===== config.mk =====
export PLATFORM = sky130hd
export DESIGN_NAME = onma_window
export DESIGN_NICKNAME = d
export VERILOG_FILES = /design/src/hw/rtl/onma_pkg.sv /design/src/hw/rtl/onma_window.sv
export SDC_FILE = /design/constraint.sdc
export NUM_CORES = 2
export LEC_CHECK = 0
export BUFFER_PORTS_ARGS = -buffer_cell sky130_fd_sc_hd__buf_4
export CAP_MARGIN = 0
export CORE_MARGIN = 5
export CORE_UTILIZATION = 47
export DETAILED_ROUTE_END_ITERATION = 10
export GPL_ROUTABILITY_DRIVEN = 0
export MAX_ROUTING_LAYER = met4
export PLACE_DENSITY = 0.68
export SYNTH_ARGS = -nofsm -noshare
export SYNTH_HDL_FRONTEND = slang
export SYNTH_SLANG_ARGS = --single-unit

===== constraint.sdc =====
create_clock -name i_clk -period 9.7 [get_ports i_clk]
set_input_delay 1.455 -clock i_clk [delete_from_list [all_inputs] [get_ports i_clk]]
set_output_delay 1.455 -clock i_clk [all_outputs]
set_load 0.005 [all_outputs]

===== src/hw/rtl/onma_pkg.sv =====
package onma_pkg;

    localparam int MAX_WIDTH  = 1024;
    localparam int ID_BITS    = 16;
    localparam int COLOR_BITS = 32;
    localparam int ENTRY_BITS = ID_BITS + COLOR_BITS;
    localparam int COL_BITS   = $clog2(MAX_WIDTH);
    localparam int DIM_BITS   = 11;
    localparam int ROW_BITS   = DIM_BITS + 1;
    localparam int CHANNELS   = 4;
    localparam int CH_BITS    = 8;
    localparam int SUM_BITS   = CH_BITS + 3;
    localparam int NEIGHBOURS = 8;
    localparam int ADDR_BITS  = 4;
    localparam int DATA_BITS  = 32;

    localparam logic [DIM_BITS-1:0] MAX_WIDTH_DIM = DIM_BITS'(MAX_WIDTH);
    localparam logic [DIM_BITS-1:0] WIDTH_RESET   = 11'd640;
    localparam logic [DIM_BITS-1:0] HEIGHT_RESET  = 11'd480;

    localparam logic [1:0] REG_WIDTH      = 2'd0;
    localparam logic [1:0] REG_HEIGHT     = 2'd1;
    localparam logic [1:0] REG_BACKGROUND = 2'd2;

    localparam logic KIND_PIXEL = 1'b0;
    localparam logic KIND_FLUSH = 1'b1;

    typedef struct packed {
        logic [ID_BITS-1:0]    id;
        logic [COLOR_BITS-1:0] color;
    } t_entry;

    typedef struct packed {
        logic [DIM_BITS-1:0]   width;
        logic [DIM_BITS-1:0]   height;
        logic [COLOR_BITS-1:0] background;
        logic                  restart;
    } t_cfg;

    typedef struct packed {
        logic   valid;
        logic   shift;
        logic   emit_eol;
        logic   emit_mid;
        logic   last;
        logic   left_ok;
        logic   top_ok;
        logic   mid_ok;
        logic   bot_ok;
        logic   bank;
        t_entry bot;
    } t_s1;

endpackage


===== src/hw/rtl/onma_window.sv =====
module onma_window (
    input  logic                            i_clk,
    input  logic                            i_rst_n,
    input  onma_pkg::t_s1                   i_s1,
    input  onma_pkg::t_entry                i_line0,
    input  onma_pkg::t_entry                i_line1,
    input  logic [onma_pkg::COLOR_BITS-1:0] i_background,
    input  logic                            i_out_ready,
    output logic                            o_out_free,
    output logic                            o_out_valid,
    output logic [onma_pkg::COLOR_BITS-1:0] o_color,
    output logic                            o_last
);
    import onma_pkg::*;

    t_entry                r_win [3][3];
    logic                  r_out_valid;
    logic [COLOR_BITS-1:0] r_out_color;
    logic                  r_out_last;

    t_entry                new_col [3];
    t_entry                cand [NEIGHBOURS];
    logic [NEIGHBOURS-1:0] cand_en;
    logic [NEIGHBOURS-1:0] hit;
    logic [SUM_BITS-1:0]   sums [CHANNELS];
    logic [ID_BITS-1:0]    center_id;
    logic [COLOR_BITS-1:0] avg;
    logic                  emit;

    // top row is the line two rows up, middle the line above
    always_comb begin
        new_col[0] = i_s1.top_ok ? (i_s1.bank ? i_line1 : i_line0) : '0;
        new_col[1] = i_s1.mid_ok ? (i_s1.bank ? i_line0 : i_line1) : '0;
        new_col[2] = i_s1.bot_ok ? i_s1.bot : '0;
    end

    always_comb begin
        center_id = r_win[1][2].id;
        cand[0] = r_win[0][1];
        cand[1] = r_win[1][1];
        cand[2] = r_win[2][1];
        cand[3] = r_win[0][2];
        cand[4] = r_win[2][2];
        cand[5] = new_col[0];
        cand[6] = new_col[1];
        cand[7] = new_col[2];
        cand_en = {{3{i_s1.emit_mid}}, 2'b11, {3{i_s1.left_ok}}};
        for (int k = 0; k < NEIGHBOURS; k++) begin
            hit[k] = cand_en[k] && (cand[k].id == center_id);
        end
        for (int ch = 0; ch < CHANNELS; ch++) begin
            sums[ch] = '0;
            for (int k = 0; k < NEIGHBOURS; k++) begin
                if (hit[k]) begin
                    sums[ch] = sums[ch] + SUM_BITS'(cand[k].color[CH_BITS*ch +: CH_BITS]);
                end
            end
        end
        for (int ch = 0; ch < CHANNELS; ch++) begin
            avg[CH_BITS*ch +: CH_BITS] = sums[ch][SUM_BITS-1:3];
        end
        if (center_id == '0) begin
            avg = i_background;
        end
    end

    assign emit        = i_s1.valid && (i_s1.emit_eol || i_s1.emit_mid);
    assign o_out_free  = !r_out_valid || i_out_ready;
    assign o_out_valid = r_out_valid;
    assign o_color     = r_out_color;
    assign o_last      = r_out_last;

    always_ff @(posedge i_clk) begin
        if (!i_rst_n) begin
            r_out_valid <= 1'b0;
            for (int row = 0; row < 3; row++) begin
                for (int col = 0; col < 3; col++) begin
                    r_win[row][col] <= '0;
                end
            end
        end else if (o_out_free) begin
            r_out_valid <= emit;
            if (emit) begin
                r_out_color <= avg;
                r_out_last  <= i_s1.emit_eol && i_s1.last;
            end
            if (i_s1.valid && i_s1.shift) begin
                for (int row = 0; row < 3; row++) begin
                    r_win[row][0] <= r_win[row][1];
                    r_win[row][1] <= r_win[row][2];
                    r_win[row][2] <= new_col[row];
                end
            end
        end
    end

endmodule


==> flow_metrics.env <==
export IMPL_drc=0
export IMPL_fin_crit_ps=9470
export IMPL_drive_gt1_frac=0.234
export IMPL_die_width_um=254
export IMPL_synth_warnings=0
export IMPL_p_leak_uw=0.0149
export IMPL_routed_wl_met2_mm=40.5
export IMPL_cts_tree="built"
export IMPL_fill_cells=4935
export IMPL_r2r_slack_ps=250
export IMPL_ys_types=99
export IMPL_p_clk_frac=0.399
export IMPL_fmax_mhz=106
export IMPL_nets=3778
export IMPL_slew_viol_final=0
export IMPL_combinationalPowerShare=0.151
export IMPL_finalNonFillerCells=4156
export IMPL_wl_met1_mm=37.3
export IMPL_ios=224
export IMPL_required_ps=10000
export IMPL_dpl_worst_slack_ps=-624
export IMPL_grtUsageTotal=0.270
export IMPL_setup_viol=0
export IMPL_ys_seq_area_frac=0.346
export IMPL_placedInstanceArea_sq_mm=0.0319
export IMPL_holdPathEnd="r_win[0][222]"
export IMPL_total_power_uw=3700
export IMPL_syn_avg_cell_area_sq_um=9.40
export IMPL_slew_headroom=0.181
export IMPL_dr_pass1_iters=5
export IMPL_die_h_um=254
export IMPL_path_class="in2reg"
export IMPL_powerDensity_mw_per_mm2=109
export IMPL_synthCells=2967
export IMPL_yosys_area_top_type_share=0.345
export IMPL_synth_edff_count=321
export IMPL_avgRoutedWirePerCell_um=21.3
export IMPL_cts_htree_levels=2
export IMPL_fin_area_sq_mm=0.0339
export IMPL_swShare=0.268
export IMPL_num_vias=24700
export IMPL_netlist_top_cells_area="edfxtp_1 (35%), ha_1 (9.7%), xnor2_1 (6.0%)"
export IMPL_drt_iter0_drc=2376
export IMPL_end_kind="flip-flop"
export IMPL_switchingPower_uw=994
export IMPL_synth_nets=3396
export IMPL_gr_total_overflow=0
export IMPL_r2r_cells=43
export IMPL_cts_max_path_buffers=3
export IMPL_slowest_stage="fa_1"
export IMPL_grt_pass1_wl_mm=134
export IMPL_wl_met3_mm=7.68
export IMPL_initial_utilization=0.474
export IMPL_dp_final_hpwl_mm=66.5
export IMPL_slowest_delay_ps=430
export IMPL_port_buffer_count=223
export IMPL_hold_viol_final=0
export IMPL_seqPwrFrac=0.449
export IMPL_outcome="finished, final reports clean"
export IMPL_synth_ff_type="edfxtp_1"
export IMPL_hold_buffers=0
export IMPL_crit_family="adder cells"
export IMPL_r2r_start="r_win[0][188]"
export IMPL_syn_area_sq_mm=0.0279
export IMPL_clkLatencyLatePin_ps=580
export IMPL_critical_path_arrival_ps=9770
export IMPL_coreArea_sq_mm=0.0589
export IMPL_p_int_uw=2710
export IMPL_grt_max_degree=99
export IMPL_ir_worst_vdd_v=0.000105
export IMPL_grt_pass1_vias=24600
export IMPL_ys_ff_latch=322
export IMPL_antenna_found_initial=2
export IMPL_worst_slew_pin_slew_ps=1220
export IMPL_highest_layer="met4"
export IMPL_r2r_end="o_color[30]"
export IMPL_min_from="r_win[0][174]"
export IMPL_ant_nets=0
export IMPL_cts_num_sinks=322
export IMPL_crit_top_cell="xor2_1"
export IMPL_rows=89
export IMPL_vias_per_cell=5.94
export IMPL_min_path_cells=1
export IMPL_fin_crit_sh=0.977
export IMPL_hp_class="reg2reg"
export IMPL_die_area_sq_mm=0.0643
export IMPL_synth_top_cell_by_area="edfxtp_1"
export IMPL_fin_ws_ps=226
export IMPL_maxCapViolations=0
export IMPL_numCtsBuffers=39
export IMPL_drt_wl_total_mm=88.7
export IMPL_fin_setup_tns_ps=0
export IMPL_finClkSkew_ps=17.6
export IMPL_critPathBufInv=5
export IMPL_clkSlewWorstSetupHoldPaths_ps=60
export IMPL_startpoint_type="input port"
export IMPL_placed_cells=4067
export IMPL_syn_to_final_growth_pct=21.4
export IMPL_worst_path_max_fanout=10
export IMPL_async_reset_ff_frac=0
export IMPL_clockRootBuffer="clkbuf_16"
## logic make-up (layout without fill, tap and decap cells)
kind of cell / after synthesis / count (layout) / share of synthesized area
and+or+nand+nor: 1024 / 1024 / 0.193
AOI/OAI and AO/OA: 626 / 626 / 0.141
DFF: 322 / 322 / 0.346
buffers and inverters: 276 / 689 / 0.0402
xor gates and xnor gates: 275 / 275 / 0.0873
adders and majority gates: 243 / 243 / 0.115
muxes: 201 / 201 / 0.0769
other: 0 / 3 / 0
## power groups by stage
stage                     registers [uW]  clock network [uW]  logic, uW
after detailed placement            1690                   0        536
after CTS                           1660                1500        538
after global placement              1690                   0        516
final                               1660                1480        561
after global routing                1670                1550        602
after floorplan                     1690                   0        321
## cell type report
cell class	count	area (sq um)	share of cell area
inverter	132	495	0.0146
clock buffer	48	1010	0.0298
clock inverter	24	253	0.00746
sequential	322	9660	0.285
tap	773	967	0.0285
antenna	3	7.51	0.000222
multi-input combinational	2369	17800	0.525
timing repair buffer	485	3700	0.109
## synthesized netlist by cell type, drive strengths merged (61+ instances only)
cell type	number
mux2	104
xnor2	192
nor2	258
clkbuf	96
nor3	105
a21o	61
inv	131
and3	62
ha	216
and2	204
mux2i	97
o21ai	180
nand2	145
xor2	82
edfxtp	321
a21oi	178
## stage by stage
step,hold slack [ps],utilization
4_1_cts,517,0.563
5_1_grt,529,0.575
3_5_place_dp,502,0.541
6_report,513,0.575
2_1_floorplan,497,-
3_3_place_gp,500,0.541
## metal layers
metal / up-vias / GRT usage
met5: - / -
met4: 0 / 0.0904
met3: 234 / 0.0446
met2: 1129 / 0.420
met1: 11900 / 0.363
li1: 11500 / -
## flip-flops by register name, indices dropped and copies added, names as in the netlist
register,cells
o_color,32
o_last,1
o_out_valid,1
r_win,288
## timing repair
item / CTS / global route
setup endpoints to repair: 1 / 17
gates resized for setup: 1 / 155
buffers inserted: 0 / 14
pin swaps: 0 / 44
## worst max path at each step
stage / start / endpoint / slack (ps) / depth (start not counted)
after floorplan: i_s1[52] / o_color[6] / 50 / 43
after global placement: i_s1[52] / o_color[23] / -310 / 45
after detailed placement: i_s1[52] / o_color[23] / -620 / 45
after CTS: i_s1[52] / o_color[15] / 20 / 43
after global routing: r_win[0][188] / o_color[30] / -130 / 41
final: i_s1[52] / o_color[30] / 230 / 43
## placed cells by master, fill, tap and decap left out, drive strengths merged, types with 5 or more instances in the layout
cell,count
nand2,145
and2,204
a21boi,8
a22oi,10
clkinv,17
xor2,82
edfxtp,321
a21o,61
nor3,105
o31ai,12
nor2b,51
o21a,53
a31oi,17
nor4,16
a211o,8
inv,133
and4,7
nand3b,15
a21oi,178
clkbuf,48
buf,485
nand4,35
mux2i,97
or3,25
mux2,104
ha,216
nor2,258
xnor2,192
a31o,6
a2111oi,5
and3,62
a211oi,16
o21bai,24
nor3b,6
nand3,30
o21ai,180
fa,24
nand2b,44
(Power assumes the default switching activity.)
