## src/hw/rtl/onma_pkg.sv

```systemverilog
package onma_pkg;

    localparam int MAX_WIDTH  = 1024;
    localparam int ID_BITS    = 16;
    localparam int COLOR_BITS = 32;
    localparam int ENTRY_BITS = ID_BITS + COLOR_BITS;
    localparam int COL_BITS   = $clog2(MAX_WIDTH);
    localparam int DIM_BITS   = 11;
    localparam int ROW_BITS   = DIM_BITS + 1;
    localparam int CHANNELS   = 4;
    localparam int CH_BITS    = 8;
    localparam int SUM_BITS   = CH_BITS + 3;
    localparam int NEIGHBOURS = 8;
    localparam int ADDR_BITS  = 4;
    localparam int DATA_BITS  = 32;

    localparam logic [DIM_BITS-1:0] MAX_WIDTH_DIM = DIM_BITS'(MAX_WIDTH);
    localparam logic [DIM_BITS-1:0] WIDTH_RESET   = 11'd640;
    localparam logic [DIM_BITS-1:0] HEIGHT_RESET  = 11'd480;

    localparam logic [1:0] REG_WIDTH      = 2'd0;
    localparam logic [1:0] REG_HEIGHT     = 2'd1;
    localparam logic [1:0] REG_BACKGROUND = 2'd2;

    localparam logic KIND_PIXEL = 1'b0;
    localparam logic KIND_FLUSH = 1'b1;

    typedef struct packed {
        logic [ID_BITS-1:0]    id;
        logic [COLOR_BITS-1:0] color;
    } t_entry;

    typedef struct packed {
        logic [DIM_BITS-1:0]   width;
        logic [DIM_BITS-1:0]   height;
        logic [COLOR_BITS-1:0] background;
        logic                  restart;
    } t_cfg;

    typedef struct packed {
        logic   valid;
        logic   shift;
        logic   emit_eol;
        logic   emit_mid;
        logic   last;
        logic   left_ok;
        logic   top_ok;
        logic   mid_ok;
        logic   bot_ok;
        logic   bank;
        t_entry bot;
    } t_s1;

endpackage

```

## src/hw/rtl/onma_ctrl.sv

```systemverilog
module onma_ctrl (
    input  logic                            i_clk,
    input  logic                            i_rst_n,
    input  onma_pkg::t_cfg                  i_cfg,
    input  logic                            i_valid,
    input  logic                            i_kind,
    input  logic [onma_pkg::COLOR_BITS-1:0] i_color,
    input  logic [15:0]                     i_id,
    input  logic                            i_out_free,
    output logic                            o_ready,
    output onma_pkg::t_s1                   o_s1,
    output logic                            o_ram_re,
    output logic [onma_pkg::COL_BITS-1:0]   o_ram_addr,
    output logic [1:0]                      o_ram_we,
    output onma_pkg::t_entry                o_ram_wdata
);
    import onma_pkg::*;

    logic [COL_BITS-1:0] r_col, n_col;
    logic [ROW_BITS-1:0] r_row, n_row;
    t_s1                 r_s1, n_s1;

    logic [DIM_BITS-1:0] w_eff;
    logic [ROW_BITS-1:0] h_ext;
    logic [COL_BITS-1:0] c0;
    logic [ROW_BITS-1:0] r0;
    logic [DIM_BITS-1:0] col_inc;
    logic                accept, drop, last, eol, bot_ok;
    t_entry              in_entry;

    always_comb begin
        if (i_cfg.width == '0) begin
            w_eff = DIM_BITS'(1);
        end else if (i_cfg.width > MAX_WIDTH_DIM) begin
            w_eff = MAX_WIDTH_DIM;
        end else begin
            w_eff = i_cfg.width;
        end
        h_ext = (i_cfg.height == '0) ? ROW_BITS'(1) : ROW_BITS'(i_cfg.height);
    end

    always_comb begin
        if (DIM_BITS'(r_col) >= w_eff || r_row > h_ext + ROW_BITS'(1)) begin
            c0 = '0;
            r0 = '0;
        end else begin
            c0 = r_col;
            r0 = r_row;
        end
        o_ready = !r_s1.valid || i_out_free;
        accept  = i_valid && o_ready;
        bot_ok  = r0 < h_ext;
        drop    = bot_ok && (i_kind == KIND_FLUSH);
        last    = r0 == h_ext + ROW_BITS'(1);
        eol     = (c0 == '0) && (r0 >= ROW_BITS'(2));
        col_inc = DIM_BITS'(c0) + DIM_BITS'(1);

        if (drop) begin
            n_col = c0;
            n_row = r0;
        end else if (last) begin
            n_col = '0;
            n_row = '0;
        end else if (col_inc >= w_eff) begin
            n_col = '0;
            n_row = r0 + ROW_BITS'(1);
        end else begin
            n_col = col_inc[COL_BITS-1:0];
            n_row = r0;
        end

        in_entry.id    = i_id[ID_BITS-1:0];
        in_entry.color = i_color;

        n_s1.valid    = accept;
        n_s1.shift    = !drop && !last;
        n_s1.emit_eol = !drop && eol;
        n_s1.emit_mid = !drop && !last && (c0 != '0) && (r0 != '0);
        n_s1.last     = last;
        n_s1.left_ok  = eol ? (w_eff >= DIM_BITS'(2)) : (c0 >= COL_BITS'(2));
        n_s1.top_ok   = r0 >= ROW_BITS'(2);
        n_s1.mid_ok   = (r0 != '0) && (r0 <= h_ext);
        n_s1.bot_ok   = bot_ok;
        n_s1.bank     = r0[0];
        n_s1.bot      = in_entry;
    end

    assign o_ram_re    = accept;
    assign o_ram_addr  = c0;
    assign o_ram_wdata = in_entry;
    assign o_ram_we[0] = accept && !drop && bot_ok && !r0[0];
    assign o_ram_we[1] = accept && !drop && bot_ok && r0[0];
    assign o_s1        = r_s1;

    always_ff @(posedge i_clk) begin
        if (!i_rst_n) begin
            r_col <= '0;
            r_row <= '0;
            r_s1  <= '0;
        end else begin
            if (i_cfg.restart) begin
                r_col <= '0;
                r_row <= '0;
            end else if (accept) begin
                r_col <= n_col;
                r_row <= n_row;
            end
            if (o_ready) begin
                r_s1 <= n_s1;
            end
        end
    end

endmodule

```

## config.mk

```make
export PLATFORM = sky130hd
export DESIGN_NAME = onma_ctrl
export DESIGN_NICKNAME = d
export VERILOG_FILES = /design/src/hw/rtl/onma_pkg.sv /design/src/hw/rtl/onma_ctrl.sv
export SDC_FILE = /design/constraint.sdc
export NUM_CORES = 1
export LEC_CHECK = 0
export BUFFER_PORTS_ARGS = -buffer_cell sky130_fd_sc_hd__buf_2
export CAP_MARGIN = 40
export CORE_MARGIN = 5
export CORE_UTILIZATION = 44
export CTS_CLUSTER_DIAMETER = 80
export DETAILED_ROUTE_END_ITERATION = 8
export GPL_ROUTABILITY_DRIVEN = 1
export GPL_TIMING_DRIVEN = 0
export PLACE_DENSITY = 0.76
export SETUP_SLACK_MARGIN = 0.5
export SLEW_MARGIN = 5
export SYNTH_ARGS = -nofsm -noshare
export SYNTH_HDL_FRONTEND = slang
export SYNTH_SLANG_ARGS = --single-unit
export TNS_END_PERCENT = 10
```

## constraint.sdc

```tcl
create_clock -name i_clk -period 11.4 [get_ports i_clk]
set_clock_uncertainty 0.15 [all_clocks]
set_input_delay 3.42 -clock i_clk [delete_from_list [all_inputs] [get_ports i_clk]]
set_output_delay 3.42 -clock i_clk [all_outputs]
set_load 0.1 [all_outputs]
```

==> summary.md <==
| Metric | Value |
|---|---|
| First-pass GRT wire length | 29.1 mm |
| Routed Antenna Nets | 0 |
| Top FF cell, synth | dfxtp_1 |
| CTS Hold Bufs | 0 |
| Largest family of logic cells by synthesized area | simple AND/OR/NAND/NOR gates |
| # diodes | 0 |
| Yosys top cell area share | 0.280 |
| Worst EP arrival | 7.76 ns |
| Wire per inst | 17.0 um |
| Row count | 41 |
| H-tree depth | 3 |
| Reg2reg end | r_row[11] |
| Buffers on Ports | 191 |
| Total Wirelength | 19.6 mm |
| Final worst-path cycle share | 0.994 |
| Setup crit start | i_cfg[50] |
| Mapped Avg Cell Area | 7.70 sq um |
| Crit path largest cell delay | 0.43 ns |
| Via count | 6245 |
| Final non-filler cell total | between 1000 and 1500 |
| Fmax | between 80 and 90 MHz |
| Insertion delay to the later sink of the worst-skew pair | about 0.34 ns |
| Slew Viols, Final | 0 |
| Commonest non-fill, non-tap cell in the layout | buf_2 |
| Crit path capture | o_ram_we[1] |
| Starting Density | 0.452 |
| Sequential fraction of the synthesis area | 0.280 |
| Placed Cells incl. Taps | ~1100 |
| Initial antenna violation count | 0 |
| Worst vdd ir | 82.3 uV |
| CTS tree | yes |
| IO Count | approximately 230 |
| Unrepaired setup endpoints after global routing | yes |
| Share of cells above drive strength 1 | 0.381 |
| Max cap viols | 0 |
| FF+latch count, synth | 80 |
| Filler Cell Count | 1151 |
| P_sw | 397 uW |
| Die width | 124 um |
| HPWL after DPL | 14.8 mm |
| # setup viols final | 0 |
| Syn nets | 902 |
| GP Congestion | between 0.9 and 1 |
| Mux share of post-synthesis cell area | 0.00590 |
| Rel. slew slack | 0.486 |
| Num CTS Buffers | 9 |
| Mapped cell area | ~5700 sq um |
| Crit-path cells | buf_8, nor4_4, nand3_2, a21oi_4, ha_4, nand2b_4, a2111oi_4, nor4_2, nor3_4, o21a_2, buf_6, buf_8, clkbuf_16, and2_4, ha_4, a21o_1, a21o_1, a211oi_2, o21ai_2, or2_4, or3_4, nor2_4, buf_12 |
| DR iter-0 viols | 557 |
| HP Class | flop to flop |
| Die span in y | ~120 um |
| Simple-gate share of the synthesized area | 0.253 |
| Gr usage total | 0.238 |
| Number of synthesized flops with an enable pin | 0 |
| Final Util | 0.625 |
| Status | completed |
| Number of global-route vias before repair | 5833 |
| Vias per cell | 5.42 |
| Post-Synth Adder-Cell Area | 0.109 |
| Setup TNS | 0 ns |
| Die ar. | ~15000 sq um |
| Largest net degree at the start of global routing | 16 |
| Int Pwr | 557 uW |
| Root Buffer | clkbuf_16 |
| Pwr/cell area | 120 nW/um^2 |
| Synth async-reset ratio | 0 |
| CP Class | input pin to output pin |
| R2R depth | 30 |
| Synth area leaders | dfxtp_1 28%, ha_1 11%, nand2_1 9.2% |
| R2R Setup Slk | 4.99 ns |
| Most frequent cells in the layout | 184 x buf_2, 138 x nand2_1, 80 x dfxtp_1, 78 x buf_4, 70 x a21oi_1 |
| First-pass DRT Iterations | 5 |
| Final min period | 11.33 ns |
| Gate power share | 0.366 |
| Final net count | 1134 |
| Clock Sink Count | 80 |
| Critical Path Start Type | input pin |
| Area leader, netlist | dfxtp_1 |
| Core ar. | 12700 sq um |
| Crit path max-delay cell type | or3_4 |
| Pleak | approximately 3.8 nW |
| Tightest Pin Transition | 0.768 ns |
| Cells after synthesis | 744 |
| Worst-path maximum fanout | 5 |
| Clk buf depth | 2 |
| Net Sw Frac | 0.416 |
| Reg2reg start | r_col[0] |
| Fin. Hold Viols | 0 |
| Yosys cell types | 75 |
| Reg power frac | 0.316 |
| Synthesis warning total | 0 |
| CP Capture Type | output pin |
| Clk slew on worst S/H paths | 0.06 ns |
| Drt drc | 0 |
| Synth-to-Final Area Change | 38.3% |
| Clock share of power | 0.318 |
| Post-Synth XOR/XNOR Area | 0.0413 |
| Gr ovfl total | 0 |
| CP required | 7.83 ns |
| Compound-gate portion of the synthesized area | 0.196 |
==> power groups by stage <==
stage / Clock (mW) / Combinational [mW] / Sequential (mW)
after detailed placement: 0 / 0.330 / 0.307
after floorplan: 0 / 0.174 / 0.397
after global routing: 0.322 / 0.366 / 0.303
after CTS: 0.308 / 0.340 / 0.301
final: 0.303 / 0.349 / 0.301
after global placement: 0 / 0.327 / 0.307
==> final cells by class <==
| type | count | area [sq um] | area share |
|---|---|---|---|
| well taps | 172 | 215 | 0.0272 |
| clock inverters | 6 | 75.1 | 0.00948 |
| plain buffers | 87 | 596 | 0.0752 |
| multi-input cells | 543 | 3800 | 0.480 |
| inverters | 34 | 130 | 0.0164 |
| flip-flops and latches | 80 | 1600 | 0.202 |
| repair buffers | 221 | 1260 | 0.159 |
| clock buffers | 10 | 239 | 0.0302 |
==> metal layers <==
metal  vias up  global-route usage  part of all wire
li1       3022                   -                 -
met1      2857               0.291              0.39
met2       317               0.410              0.49
met3        49              0.0454             0.087
met4         0              0.0931             0.026
met5         -                   0                 0
==> metrics by stage <==
step	power [mW]	area, sq um	hold WS, ns	setup WS (ns)
after floorplan	0.571	5910	0.334	0.141
after global placement	0.634	7080	0.285	-0.668
after detailed placement	0.637	7080	0.291	-0.776
after CTS	0.948	7660	0.300	0.0321
after global routing	0.991	7920	0.314	-0.0611
final	0.954	7920	0.297	0.0689
==> cell usage after synthesis (6+ instances only) <==
| cell | number |
|---|---|
| a21o_1 | 6 |
| a21oi_1 | 76 |
| a31oi_1 | 14 |
| and2_1 | 12 |
| and3_1 | 7 |
| buf_2 | 7 |
| buf_4 | 50 |
| clkbuf_1 | 27 |
| dfxtp_1 | 80 |
| ha_1 | 50 |
| inv_1 | 32 |
| nand2_1 | 140 |
| nand3_1 | 26 |
| nand4_1 | 20 |
| nor2_1 | 45 |
| nor3_1 | 9 |
| nor4_1 | 6 |
| o21ai_0 | 20 |
| xnor2_1 | 12 |
==> worst min-delay path by stage <==
stage             start  endpoint  cells after the start
3_3_place_gp   o_s1[55]  o_s1[55]                      2
4_1_cts        o_s1[25]  o_s1[25]                      2
3_5_place_dp   o_s1[42]  o_s1[42]                      2
2_1_floorplan  r_col[0]  r_col[0]                      2
6_report        o_s1[7]   o_s1[7]                      2
5_1_grt         o_s1[7]   o_s1[7]                      2
==> critical path, delay by kind of cell <==
family / cells / cell delay, ns
buffers and inverters: 5 / 0.69
AOI/OAI and AO/OA: 7 / 1.38
and+or+nand+nor: 9 / 1.84
adders and majority gates: 2 / 0.41
==> cell families (layout without fill, tap and decap cells) <==
family / Yosys count / in the layout
AOI/OAI and AO/OA: 171 / 171
xor gates and xnor gates: 22 / 22
adders and majority gates: 50 / 50
buffers and inverters: 121 / 358
DFF: 80 / 80
muxes: 3 / 3
and+or+nand+nor: 297 / 297
==> what timing repair did <==
item,CTS,global route
endpoints found under the setup margin,2,2
pin swaps,23,32
gates resized for setup,26,43
cloned,0,0
setup buffers,21,9
==> sequential cells by signal, summed over array words and instances, names as in the netlist <==
register	count
r_col	10
r_row	12
o_s1	58
No activity file was read; power rests on OpenSTA's default activity.
