## src/hw/rtl/onma_pkg.sv

```systemverilog
package onma_pkg;

    localparam int MAX_WIDTH  = 1024;
    localparam int ID_BITS    = 16;
    localparam int COLOR_BITS = 32;
    localparam int ENTRY_BITS = ID_BITS + COLOR_BITS;
    localparam int COL_BITS   = $clog2(MAX_WIDTH);
    localparam int DIM_BITS   = 11;
    localparam int ROW_BITS   = DIM_BITS + 1;
    localparam int CHANNELS   = 4;
    localparam int CH_BITS    = 8;
    localparam int SUM_BITS   = CH_BITS + 3;
    localparam int NEIGHBOURS = 8;
    localparam int ADDR_BITS  = 4;
    localparam int DATA_BITS  = 32;

    localparam logic [DIM_BITS-1:0] MAX_WIDTH_DIM = DIM_BITS'(MAX_WIDTH);
    localparam logic [DIM_BITS-1:0] WIDTH_RESET   = 11'd640;
    localparam logic [DIM_BITS-1:0] HEIGHT_RESET  = 11'd480;

    localparam logic [1:0] REG_WIDTH      = 2'd0;
    localparam logic [1:0] REG_HEIGHT     = 2'd1;
    localparam logic [1:0] REG_BACKGROUND = 2'd2;

    localparam logic KIND_PIXEL = 1'b0;
    localparam logic KIND_FLUSH = 1'b1;

    typedef struct packed {
        logic [ID_BITS-1:0]    id;
        logic [COLOR_BITS-1:0] color;
    } t_entry;

    typedef struct packed {
        logic [DIM_BITS-1:0]   width;
        logic [DIM_BITS-1:0]   height;
        logic [COLOR_BITS-1:0] background;
        logic                  restart;
    } t_cfg;

    typedef struct packed {
        logic   valid;
        logic   shift;
        logic   emit_eol;
        logic   emit_mid;
        logic   last;
        logic   left_ok;
        logic   top_ok;
        logic   mid_ok;
        logic   bot_ok;
        logic   bank;
        t_entry bot;
    } t_s1;

endpackage

```

## src/hw/rtl/onma_regs.sv

```systemverilog
module onma_regs (
    input  logic                           i_clk,
    input  logic                           i_rst_n,
    input  logic                           psel,
    input  logic                           penable,
    input  logic                           pwrite,
    input  logic [onma_pkg::ADDR_BITS-1:0] paddr,
    input  logic [onma_pkg::DATA_BITS-1:0] pwdata,
    output logic [onma_pkg::DATA_BITS-1:0] prdata,
    output logic                           pready,
    output onma_pkg::t_cfg                 o_cfg
);
    import onma_pkg::*;

    logic [DIM_BITS-1:0]   r_width;
    logic [DIM_BITS-1:0]   r_height;
    logic [COLOR_BITS-1:0] r_background;
    logic [1:0]            reg_idx;
    logic                  wr;

    assign reg_idx = paddr[ADDR_BITS-1:2];
    assign pready  = 1'b1;
    assign wr      = psel && penable && pwrite && pready;

    always_ff @(posedge i_clk) begin
        if (!i_rst_n) begin
            r_width      <= WIDTH_RESET;
            r_height     <= HEIGHT_RESET;
            r_background <= '0;
        end else if (wr) begin
            case (reg_idx)
                REG_WIDTH:      r_width      <= pwdata[DIM_BITS-1:0];
                REG_HEIGHT:     r_height     <= pwdata[DIM_BITS-1:0];
                REG_BACKGROUND: r_background <= pwdata[COLOR_BITS-1:0];
                default:        ;
            endcase
        end
    end

    always_comb begin
        case (reg_idx)
            REG_WIDTH:      prdata = DATA_BITS'(r_width);
            REG_HEIGHT:     prdata = DATA_BITS'(r_height);
            REG_BACKGROUND: prdata = DATA_BITS'(r_background);
            default:        prdata = '0;
        endcase
    end

    assign o_cfg.width      = r_width;
    assign o_cfg.height     = r_height;
    assign o_cfg.background = r_background;
    assign o_cfg.restart    = wr && (reg_idx == REG_WIDTH || reg_idx == REG_HEIGHT);

endmodule

```

## config.mk

```make
export PLATFORM = sky130hd
export DESIGN_NAME = onma_regs
export DESIGN_NICKNAME = d
export VERILOG_FILES = /design/src/hw/rtl/onma_pkg.sv /design/src/hw/rtl/onma_regs.sv
export SDC_FILE = /design/constraint.sdc
export NUM_CORES = 1
export LEC_CHECK = 0
export BUFFER_PORTS_ARGS = -buffer_cell sky130_fd_sc_hd__buf_2
export CORE_MARGIN = 4
export CORE_UTILIZATION = 45
export CTS_CLUSTER_DIAMETER = 100
export DETAILED_ROUTE_END_ITERATION = 16
export PLACE_DENSITY_LB_ADDON = 0.1
export SLEW_MARGIN = 0
export SYNTH_ARGS = -nofsm -noshare
export SYNTH_HDL_FRONTEND = slang
export SYNTH_SLANG_ARGS = --single-unit
```

## constraint.sdc

```tcl
create_clock -name i_clk -period 1.11 [get_ports i_clk]
set_input_delay 0 -clock i_clk [delete_from_list [all_inputs] [get_ports i_clk]]
set_output_delay 0 -clock i_clk [all_outputs]
set_load 0.01 [all_outputs]
```

==> out/results.ini, run 1 <==
[critical_path]
cp.required_ps=1110
arrival_ps=1060
worstSetupEndpointType=output port
max_stage_delay_ps=380
rrSetupSlack_ps=360
crit_fanout=3
critPathSlowestCell=dfxtp_1
path_delay_family=flip-flops
path_buf_inv=1
cp_cell_sequence=mux2i_1 > o21ai_0 > buf_2
startpoint_type=register
worstSetupPathType=register to output port

[floorplan]
rows=27
start_util_pct=46.40
die_h_um=83.35
die_x_um=83.35
core-area_sq_um=5507
dieArea_sq_um=6947
boundaryPins=129

[sta]
drv_slew=0
max_freq_mhz=946.0
setup_viol=0
setup-tns-final_ps=0
holdWs_ps=-16.86
rsz0062_at_grt=false
period_share_pct=95.23
worst_clock_skew_ps=0
finalHoldViolCount=1
min_period_ps=1057

[pwr]
fin_total_pwr_mw=3.597
p_per_area_nw_per_um2=982.7
ir_drop_uv=582.6
power_leakage_nw=1.824

[detailed_routing]
avgRoutedWirePerCell_um=12.86
viasPerCell=4.713
routed_wl_um=6585
vias=2413
drtAntennaViolNets=0
first_pass_iters=4
first_iter_violations=66
route.detailed.drc=0

[global_route]
grt_max_degree=53
grt_pass1_wl_um=11070
grt_overflow=0
antenna_found_initial=0
grt_pass1_vias=2405
grt.total_usage_pct=19.13

[synth]
syn_area_per_cell_sq_um=8.902
ys_seq_elements=54
ys_warn_count=0
ys_types=25
syn_area_sq_um=2555
synthCells=287
synth.top_cell.area_share_pct=42.31
yosysTopAreaCell=dfxtp_1
synth_area_leaders=dfxtp_1 42%, mux2i_1 24%, nand2_1 13%, and2_1 5.1%, o21ai_0 2.2%
synth_seq_area_share_pct=42.31
synth_nets=328

[clock_network]
clkLatencyLatePin_ps=300
cts_buffers=5
tritoncts=done
cts_root_buf=clkbuf_8
htreeDepth=2
cts_sinks=54
clkTransAtPathRegs_ps=100
cts_max_path_buffers=2

[cells_and_area]
nets=480
syn_to_final_growth_pct=43.24
utilization_pct=66.46
drive_gt1_share_pct=36.14
multiInputGateArea_sq_um=1280
diodes=0
fillers=468
seqCellArea_sq_um=1094

[run_status]
status=complete, but fails checks
violations=hold timing

[placed_design]
gp_congestion=0.8083
hpwl_um=4535
port-buffer-count=125

[job]
drv_cap=0

[worst_hold_path]
min_path_type=input pin to register

state kept, by name, indices dropped and copies added, names as in the netlist:
register and cells:
r_background 32, r_height 11, r_width 11
what timing repair did:
| action | in CTS | in global routing |
|---|---|---|
| hold endpoints to repair | 51 | 0 |
| endpoints found under the setup margin | 1 | 7 |
| setup buffers | 0 | 2 |
| pin swaps | 0 | 1 |
| hold buffers | 33 | 0 |
| gates resized for setup | 2 | 10 |
metal layers:
layer / vias up / share of wire, % / track usage (%)
li1: 1237 / - / -
met5: - / 0 / 0
met4: 0 / 1.3 / 5.944
met3: 7 / 7.3 / 5.853
met2: 84 / 49 / 33.16
met1: 1085 / 42 / 22.50
layout by cell type, fill, tap and decap left out, drive strengths merged:
cell type and count:
buf 137, nand2 91, mux2i 60, dfxtp 54, dlygate4sd3 32, and2 23, o21ai 11, clkbuf 7
inv 5, nand3 4, o211ai 4, nor2b 4, a21oi 2, nor2 1, and3 1, nand2b 1
or3 1, o31ai 1, conb 1
Yosys cell counts:
library cell / number
buf_8: 3
a21oi_1: 2
clkbuf_1: 11
o21ai_0: 11
conb_1: 1
dfxtp_1: 54
o31ai_1: 1
buf_6: 4
mux2i_1: 60
nor2b_4: 1
nand2b_1: 1
nand2_1: 91
nand3_1: 4
inv_1: 4
o211ai_1: 4
and2_4: 2
nor2b_2: 1
buf_2: 4
nor2_1: 1
and2_1: 21
buf_4: 1
nor2b_1: 2
buf_12: 1
and3_1: 1
or3_4: 1
path summary, 6_finish.rpt:
check | end | cells after the start | from
max reg2reg | r_height[7] | 3 | r_height[7]
min reg2reg | r_background[0] | 2 | r_background[0]
max | prdata[6] | 3 | r_width[6]
min | r_background[13] | 3 | i_rst_n
kinds of logic after synthesis:
| kind of cell | share of synthesized area (%) |
|---|---|
| buf+inv | 7.590 |
| compound gates | 4.016 |
| mux | 23.51 |
| flops | 42.31 |
| simple gates | 22.43 |
| other cells | 0.1468 |
per-stage QoR:
stage                     cells  worst slack (ps)  hold slack (ps)  area, sq um
after floorplan             287             226.8            130.0         2555
after CTS                   511             1.001            88.32         3643
final                       512             52.92           -16.86         3660
after global routing        512            0.2808            12.26         3660
after global placement      470             142.0            247.7         3217
after detailed placement    470             113.9            253.5         3217
power breakdown:
| part | switching, mW | internal [mW] | total (mW) |
|---|---|---|---|
| sequential | 0.0190 | 1.96 | 1.98 |
| clock | 0.631 | 0.517 | 1.15 |
| combinational | 0.226 | 0.241 | 0.467 |
worst reg2reg max path, cell delays in order (launching register included):
cell and delay, ps:
dfxtp_1 340, nand2b_1 140, a21oi_1 120, a21oi_1 50
cell type report:
type	instances	area share, %
Clock buffer	7	2.359
Clock inverter	1	0.2393
Inverter	4	0.4103
Multi-Input combinational cell	205	34.97
Sequential cell	54	29.88
Tap cell	72	2.462
Timing Repair Buffer	169	29.68
Note: power is estimated with default switching activity, not from simulation.
==> run 2: changes to the inputs <==
Settings changed: ABC_AREA from default to 1, CORE_UTILIZATION 45 to 46.
==> run 2 against run 1 <==
The run now ends clean. Largest cell class unchanged. Sequential share of layout area is 0.23 points lower. Wire length is 11% higher. Synthesized cell count is 49% higher. Clock skew stayed put. Area after synthesis is 4.3% higher. Via count is 21% higher. Hold slack better by 21 ps. Setup slack better by 53 ps. Non-clock buffer count is 13 lower. Sequential power hardly changed.
==> out/results.ini, run 2 <==
[clock_network]
clkLatencyLatePin_ps=310  ; was 300 ps
cts_sinks=54  ; unchanged
cts_buffers=5  ; unchanged
clkTransAtPathRegs_ps=90  ; was 100 ps
cts_root_buf=clkbuf_8  ; unchanged
cts_resized=0  ; was 2
tritoncts=done  ; unchanged
htreeDepth=2  ; unchanged
cts_max_path_buffers=2  ; unchanged

[global_route]
grt_overflow=0  ; unchanged
grt_pass1_vias=2773  ; was 2,405
antenna_found_initial=0  ; unchanged
grt.total_usage_pct=21.47  ; was 19.13%
grt_max_degree=55  ; was 53
grt_pass1_wl_um=12740  ; was 11,070 um

[pwr]
ir_drop_uv=797.5  ; was 582.6 uV
pwr-share-comb_pct=14.6  ; was 13.0%
fin_total_pwr_mw=3.891  ; was 3.597 mW
p_int_mw=2.894  ; was 2.721 mW
switching_share_pct=25.61  ; was 24.35%
p_per_area_nw_per_um2=1067  ; was 982.7 nW/um^2
power_switching_mw=0.9966  ; was 0.8756 mW
p_seq_share_pct=51.7  ; was 55.1%
power_leakage_nw=1.953  ; was 1.824 nW
clkPwrFrac_pct=33.7  ; was 31.9%

[run_status]
status=finished, final reports clean  ; was complete, but fails checks

[detailed_routing]
route.detailed.drc=0  ; unchanged
first_iter_violations=142  ; was 66
drtAntennaViolNets=0  ; unchanged
viasPerCell=4.584  ; was 4.713
first_pass_iters=4  ; unchanged
avgRoutedWirePerCell_um=11.49  ; was 12.86 um
vias=2920  ; was 2,413
routed_wl_um=7316  ; was 6585 um

[placed_design]
gp_congestion=0.7647  ; was 0.8083
port-buffer-count=125  ; unchanged
pre_cts_ws_ps=183.1  ; was 113.9 ps
hpwl_um=5020  ; was 4535 um

[sta]
rsz0062_at_grt=false  ; unchanged
period_share_pct=90.49  ; was 95.23%
min_period_ps=1004  ; was 1057 ps
setup-tns-final_ps=0  ; unchanged
setup_viol=0  ; unchanged
setup_slack_ps=105.6  ; was 52.92 ps
finalHoldViolCount=0  ; was 1
worst_clock_skew_ps=0  ; unchanged
holdWs_ps=4.573  ; was -16.86 ps
drv_slew=0  ; unchanged
max_freq_mhz=995.6  ; was 946.0 MHz

[floorplan]
core-area_sq_um=5574  ; was 5507 sq um
rows=27  ; unchanged
die_x_um=84.12  ; was 83.35 um
boundaryPins=129  ; unchanged
start_util_pct=47.81  ; was 46.40%
dieArea_sq_um=7075  ; was 6947 sq um
die_h_um=84.12  ; was 83.35 um

[worst_hold_path]
min_path_type=input pin to register  ; unchanged
holdPathStages=5  ; was 3
hp-start=pwdata[12]  ; was i_rst_n

[synth]
synthSimpleGateAreaFrac_pct=44.88  ; was 22.43%
syn_area_sq_um=2665  ; was 2555 sq um
synthCells=427  ; was 287
synth-compound-area-share_pct=0  ; was 4.016%
synth_top_family_by_area=simple AND/OR/NAND/NOR gates  ; was multiplexers
synth_seq_area_share_pct=40.56  ; was 42.31%
yosysTopAreaCell=dfxtp_1  ; unchanged
syn_area_per_cell_sq_um=6.241  ; was 8.902 sq um
synth_most_common_cell=nor2_1  ; was nand2_1
ys_warn_count=0  ; unchanged
synthMuxAreaShare_pct=0  ; was 23.51%
synthXorXnorAreaFrac_pct=0  ; unchanged
ys_types=14  ; was 25
synth.top_cells.by_count=122 x nor2_1, 98 x nand2_1, 66 x nand3_1  ; was 91 x nand2_1, 60 x mux2i_1, 54 x dfxtp_1
synth_ff_type=dfxtp_1  ; unchanged
synth_area_leaders=dfxtp_1 41%, nor2_1 17%, nand2_1 14%, nand3_1 12%, inv_1 7.6%  ; was dfxtp_1 42%, mux2i_1 24%, nand2_1 13%, and2_1 5.1%, o21ai_0 2.2%
synth_edf_count=0  ; unchanged
synth.top_cell.area_share_pct=40.56  ; was 42.31%
synthAdderAreaFrac_pct=0  ; unchanged
synth_nets=468  ; was 328
ys_seq_elements=54  ; unchanged
synthArstFlopShare_pct=0  ; unchanged

[critical_path]
worstSetupPathType=register to output port  ; unchanged
worstSetupEndpointType=output port  ; unchanged
crit_fanout=3  ; unchanged
cp.required_ps=1110  ; about the same
arrival_ps=1000  ; was 1060 ps
startpoint_type=register  ; unchanged
startpoint=r_background[31]  ; was r_width[6]
r2r_start=r_background[14]  ; was r_height[7]
rr_worst_depth=2  ; was 3

[cells_and_area]
nets=605  ; was 480
final_cell_mix=125 x buf_2, 121 x nor2_1, 98 x nand2_1, 66 x nand3_1  ; was 125 x buf_2, 91 x nand2_1, 60 x mux2i_1, 44 x dfxtp_1, 32 x dlygate4sd3_1
syn_to_final_growth_pct=36.81  ; was 43.24%
diodes=0  ; unchanged
top_regs=r_background x32, r_height x11, r_width x11  ; unchanged
regMostFlops=r_background  ; unchanged
final_common_cell=buf_2  ; unchanged
largest_reg_flops=32  ; unchanged
drive_gt1_share_pct=27.43  ; was 36.14%

[job]
drv_cap=0  ; unchanged

run 2: cell types whose count changed in the layout (fill, tap and decap cells not counted), sizes merged, moves of 11 or more:
cell and delta:
nand3 +62, dlygate4sd3 -16, and2 -23, nor2 +124, mux2i -60, inv +51, o21ai -11
run 2: kinds of logic (layout without fill, tap and decap cells):
group / Yosys count / count (layout)
AND/OR/NAND/NOR: 290 / 290
flip-flops: 54 / 54
buffers and inverters: 82 / 220
other: 1 / 1
run 2: routing by layer:
metal | global-route usage, % | up-vias | share of wire, % | wire (um)
li1 | - | 1545 | - | -
met2 | 37.02 | 111 | 48 | 3534
met5 | 0 | - | 0 | 0
met3 | 4.442 | 9 | 8.2 | 600
met4 | 6.287 | 0 | 1.3 | 92
met1 | 26.96 | 1255 | 42 | 3087
run 2: power groups by stage:
stage / Combinational [mW] / Sequential [mW] / Clock, mW
floorplan: 0.300 / 2.07 / 0
global placement: 0.523 / 2.05 / 0
detailed placement: 0.528 / 2.06 / 0
CTS: 0.573 / 2.01 / 1.35
global route: 0.647 / 2.02 / 1.43
finish: 0.569 / 2.01 / 1.31
run 2: final cells by class:
type,instances,area [sq um]
Multi-Input combinational cell,291,1207
Clock buffer,5,68.82
Clock inverter,3,40.04
Tap cell,72,90.09
Sequential cell,54,1081
Fill cell,580,1928
Timing Repair Buffer,156,948.4
Inverter,56,210.2
run 2: final timing paths:
check                                         to  slack [ps]
worst min-delay path            r_background[12]           5
worst max-delay path                  prdata[31]         110
worst max register to register  r_background[14]         510
worst min register to register       r_height[7]         490
run 2: per-stage QoR:
step | instances | area (sq um) | util (%)
floorplan | 427 | 2665 | -
global route | 637 | 3646 | 65.41
global placement | 613 | 3377 | 60.58
CTS | 637 | 3646 | 65.41
detailed placement | 613 | 3377 | 60.58
finish | 637 | 3646 | 65.41
run 2: timing repair:
action	CTS	global route
endpoints found under the hold margin	17	0
buffers inserted	0	0
hold buffers	16	0
run 2: critical path, cell delays in order (launching register included):
cell	delay [ps]
dfxtp_1	370
inv_1	60
nor2_1	120
buf_2	150
==> run 3: changes to the inputs <==
Settings changed: SETUP_SLACK_MARGIN from default to 0.3.
Clock period 1.11 ns to 1 ns, I/O delays scaled along.
==> run 3 against run 2 <==
Sequential cell count did not move. Largest power group unchanged. Utilization grew 15 points. Via count increased by 11%. Cell area is 24% higher. Setup slack worse by 63 ps. First-iteration DRC count is 15% lower. Non-clock buffer count up 27. Critical path type unchanged. Register-to-register slack worse by 300 ps. Largest cell class is now buffers. Critical path depth did not move.
==> out/results.ini, run 3 (same netlist as run 2, synthesis figures left out) <==
[worst_hold_path]
holdPathStages=5  ; unchanged
hp-start=pwdata[25]  ; was pwdata[12]
min_path_type=input pin to register  ; unchanged
holdPathEnd=r_background[25]  ; was r_background[12]

[sta]
period_share_pct=95.69
setup_viol=0  ; unchanged
rsz0062_at_grt=true  ; was false
max_freq_mhz=1045
drv_slew=0  ; unchanged
finalHoldViolCount=0  ; unchanged
worst_clock_skew_ps=0  ; unchanged
min_period_ps=956.9
setup-tns-final_ps=0  ; unchanged

[floorplan]
die_h_um=84.12  ; unchanged
core-area_sq_um=5574  ; unchanged
die_x_um=84.12  ; unchanged
boundaryPins=129  ; unchanged
dieArea_sq_um=7075  ; unchanged
rows=27  ; unchanged
start_util_pct=47.81  ; unchanged

[cells_and_area]
syn_to_final_growth_pct=69.01  ; was 36.81%
multiInputGateArea_sq_um=1310  ; was 1207 sq um
regMostFlops=r_background  ; unchanged
top_regs=r_background x32, r_height x11, r_width x11  ; unchanged
seqCellArea_sq_um=1166  ; was 1081 sq um
final_common_cell=nor2_1  ; was buf_2
fillers=399  ; was 580
largest_reg_flops=32  ; unchanged
drive_gt1_share_pct=50.00  ; was 27.43%
nets=632  ; was 605
final_cell_mix=105 x nor2_1, 93 x nand2_1, 90 x buf_6, 69 x buf_2, 60 x nand3_1  ; was 125 x buf_2, 121 x nor2_1, 98 x nand2_1, 66 x nand3_1
finalInstanceArea_sq_um=4504  ; was 3646 sq um
utilization_pct=80.81  ; was 65.41%
diodes=0  ; unchanged

[detailed_routing]
routed_wl_um=8747  ; was 7316 um
route.detailed.drc=0  ; unchanged
first_pass_iters=5  ; was 4
viasPerCell=4.869  ; was 4.584
first_iter_violations=121  ; was 142
vias=3233  ; was 2,920
avgRoutedWirePerCell_um=13.17  ; was 11.49 um
drtAntennaViolNets=0  ; unchanged

[critical_path]
cp.required_ps=1000  ; was 1110 ps
crit_fanout=3  ; unchanged
worstSetupPathType=register to output port  ; unchanged
r2r_start=r_width[3]  ; was r_background[14]
rrSetupSlack_ps=210  ; was 510 ps
timing.rr.end=r_width[3]  ; was r_background[14]
arrival_ps=960  ; was 1000 ps
rr_worst_depth=4  ; was 2
startpoint_type=register  ; unchanged
worstSetupEndpointType=output port  ; unchanged

[global_route]
grt_pass1_wl_um=12620  ; was 12,740 um
grt.total_usage_pct=21.19  ; was 21.47%
grt_max_degree=55  ; unchanged
antenna_found_initial=0  ; unchanged
grt_pass1_vias=2762  ; was 2,773
grt_overflow=0  ; unchanged

[pwr]
p_seq_share_pct=52.6  ; was 51.7%
power_switching_mw=1.133  ; was 0.9966 mW
fin_total_pwr_mw=4.261  ; was 3.891 mW
p_int_mw=3.128  ; was 2.894 mW
pwr-share-comb_pct=18.4  ; was 14.6%
clkPwrFrac_pct=29.1  ; was 33.7%
p_per_area_nw_per_um2=946.1  ; was 1067 nW/um^2
ir_drop_uv=763.6  ; was 797.5 uV
power_leakage_nw=2.288  ; was 1.953 nW
switching_share_pct=26.59  ; was 25.61%

[clock_network]
tritoncts=done  ; unchanged
clkTransAtPathRegs_ps=90  ; about the same
cts_buffers=5  ; unchanged
cts_root_buf=clkbuf_8  ; unchanged
cts_max_path_buffers=2  ; unchanged
cts_sinks=54  ; unchanged
clkLatencyLatePin_ps=300  ; was 310 ps
htreeDepth=2  ; unchanged

[placed_design]
hpwl_um=5138  ; was 5020 um
place_area_sq_um=3410  ; was 3377 sq um
port-buffer-count=125  ; unchanged
gp_congestion=0.7899  ; was 0.7647

[run_status]
status=finished, final reports clean  ; unchanged

[job]
drv_cap=0  ; unchanged

==> run 3: changes by cell type in the layout (fill, tap and decap cells not counted), moves of 7 or more <==
cell           before  now
dfxtp_4             0    7
nor2_2              0   12
buf_6               0   90
inv_1              54   31
dfxtp_2             0   47
nor2_1            121  105
dlygate4sd3_1      16    1
dfxtp_1            54    0
inv_2               2   25
buf_2             125   69
==> run 3: worst max-delay path by stage <==
stage	from	to
2_1_floorplan	psel	r_background[10]
3_3_place_gp	pwrite	r_width[10]
3_5_place_dp	pwrite	r_background[13]
4_1_cts	r_background[17]	prdata[17]
5_1_grt	r_background[3]	prdata[3]
6_report	r_background[25]	prdata[25]
==> run 3: power by group through the flow <==
stage	registers [mW]	logic, mW	clock network (mW)
4_1_cts	2.25	0.667	1.28
6_report	2.24	0.783	1.24
3_5_place_dp	2.28	0.606	0
3_3_place_gp	2.28	0.598	0
2_1_floorplan	2.30	0.335	0
5_1_grt	2.24	0.858	1.35
==> run 3: worst max-delay path, stage by stage (launching register included) <==
cell and delay [ps]:
dfxtp_2 370, inv_2 40, nor2_1 90, buf_2 150
==> run 3: what timing repair did <==
item,in CTS,in global routing
hold endpoints to repair,6,0
hold buffers,5,0
endpoints found under the setup margin,86,107
resized for setup,98,111
pin swaps,21,33
buffers inserted,3,34
==> run 3: per-stage QoR <==
stage          std cells  worst slack (ps)  hold slack, ps
3_3_place_gp         614             125.0           232.0
4_1_cts              630             72.92          0.4211
2_1_floorplan        427             245.8           47.53
6_report             664             43.06           6.193
5_1_grt              664            -15.85           19.73
3_5_place_dp         614             82.89           240.2
==> run 3: layout make-up <==
type                       count  area share [%]
clock buffer                   7           1.917
multi-input combinational    291           29.08
inverter                      56           4.667
timing repair buffer         183           36.33
tap                           72           2.000
clock inverter                 1          0.1111
sequential                    54           25.89
==> run 3: per-layer routing <==
layer | vias up | track usage [%] | routed length (um)
met5 | - | 0 | 0
met2 | 129 | 38.31 | 4596
met4 | 0 | 4.971 | 107
li1 | 1601 | - | -
met1 | 1493 | 25.76 | 3422
met3 | 10 | 4.146 | 621
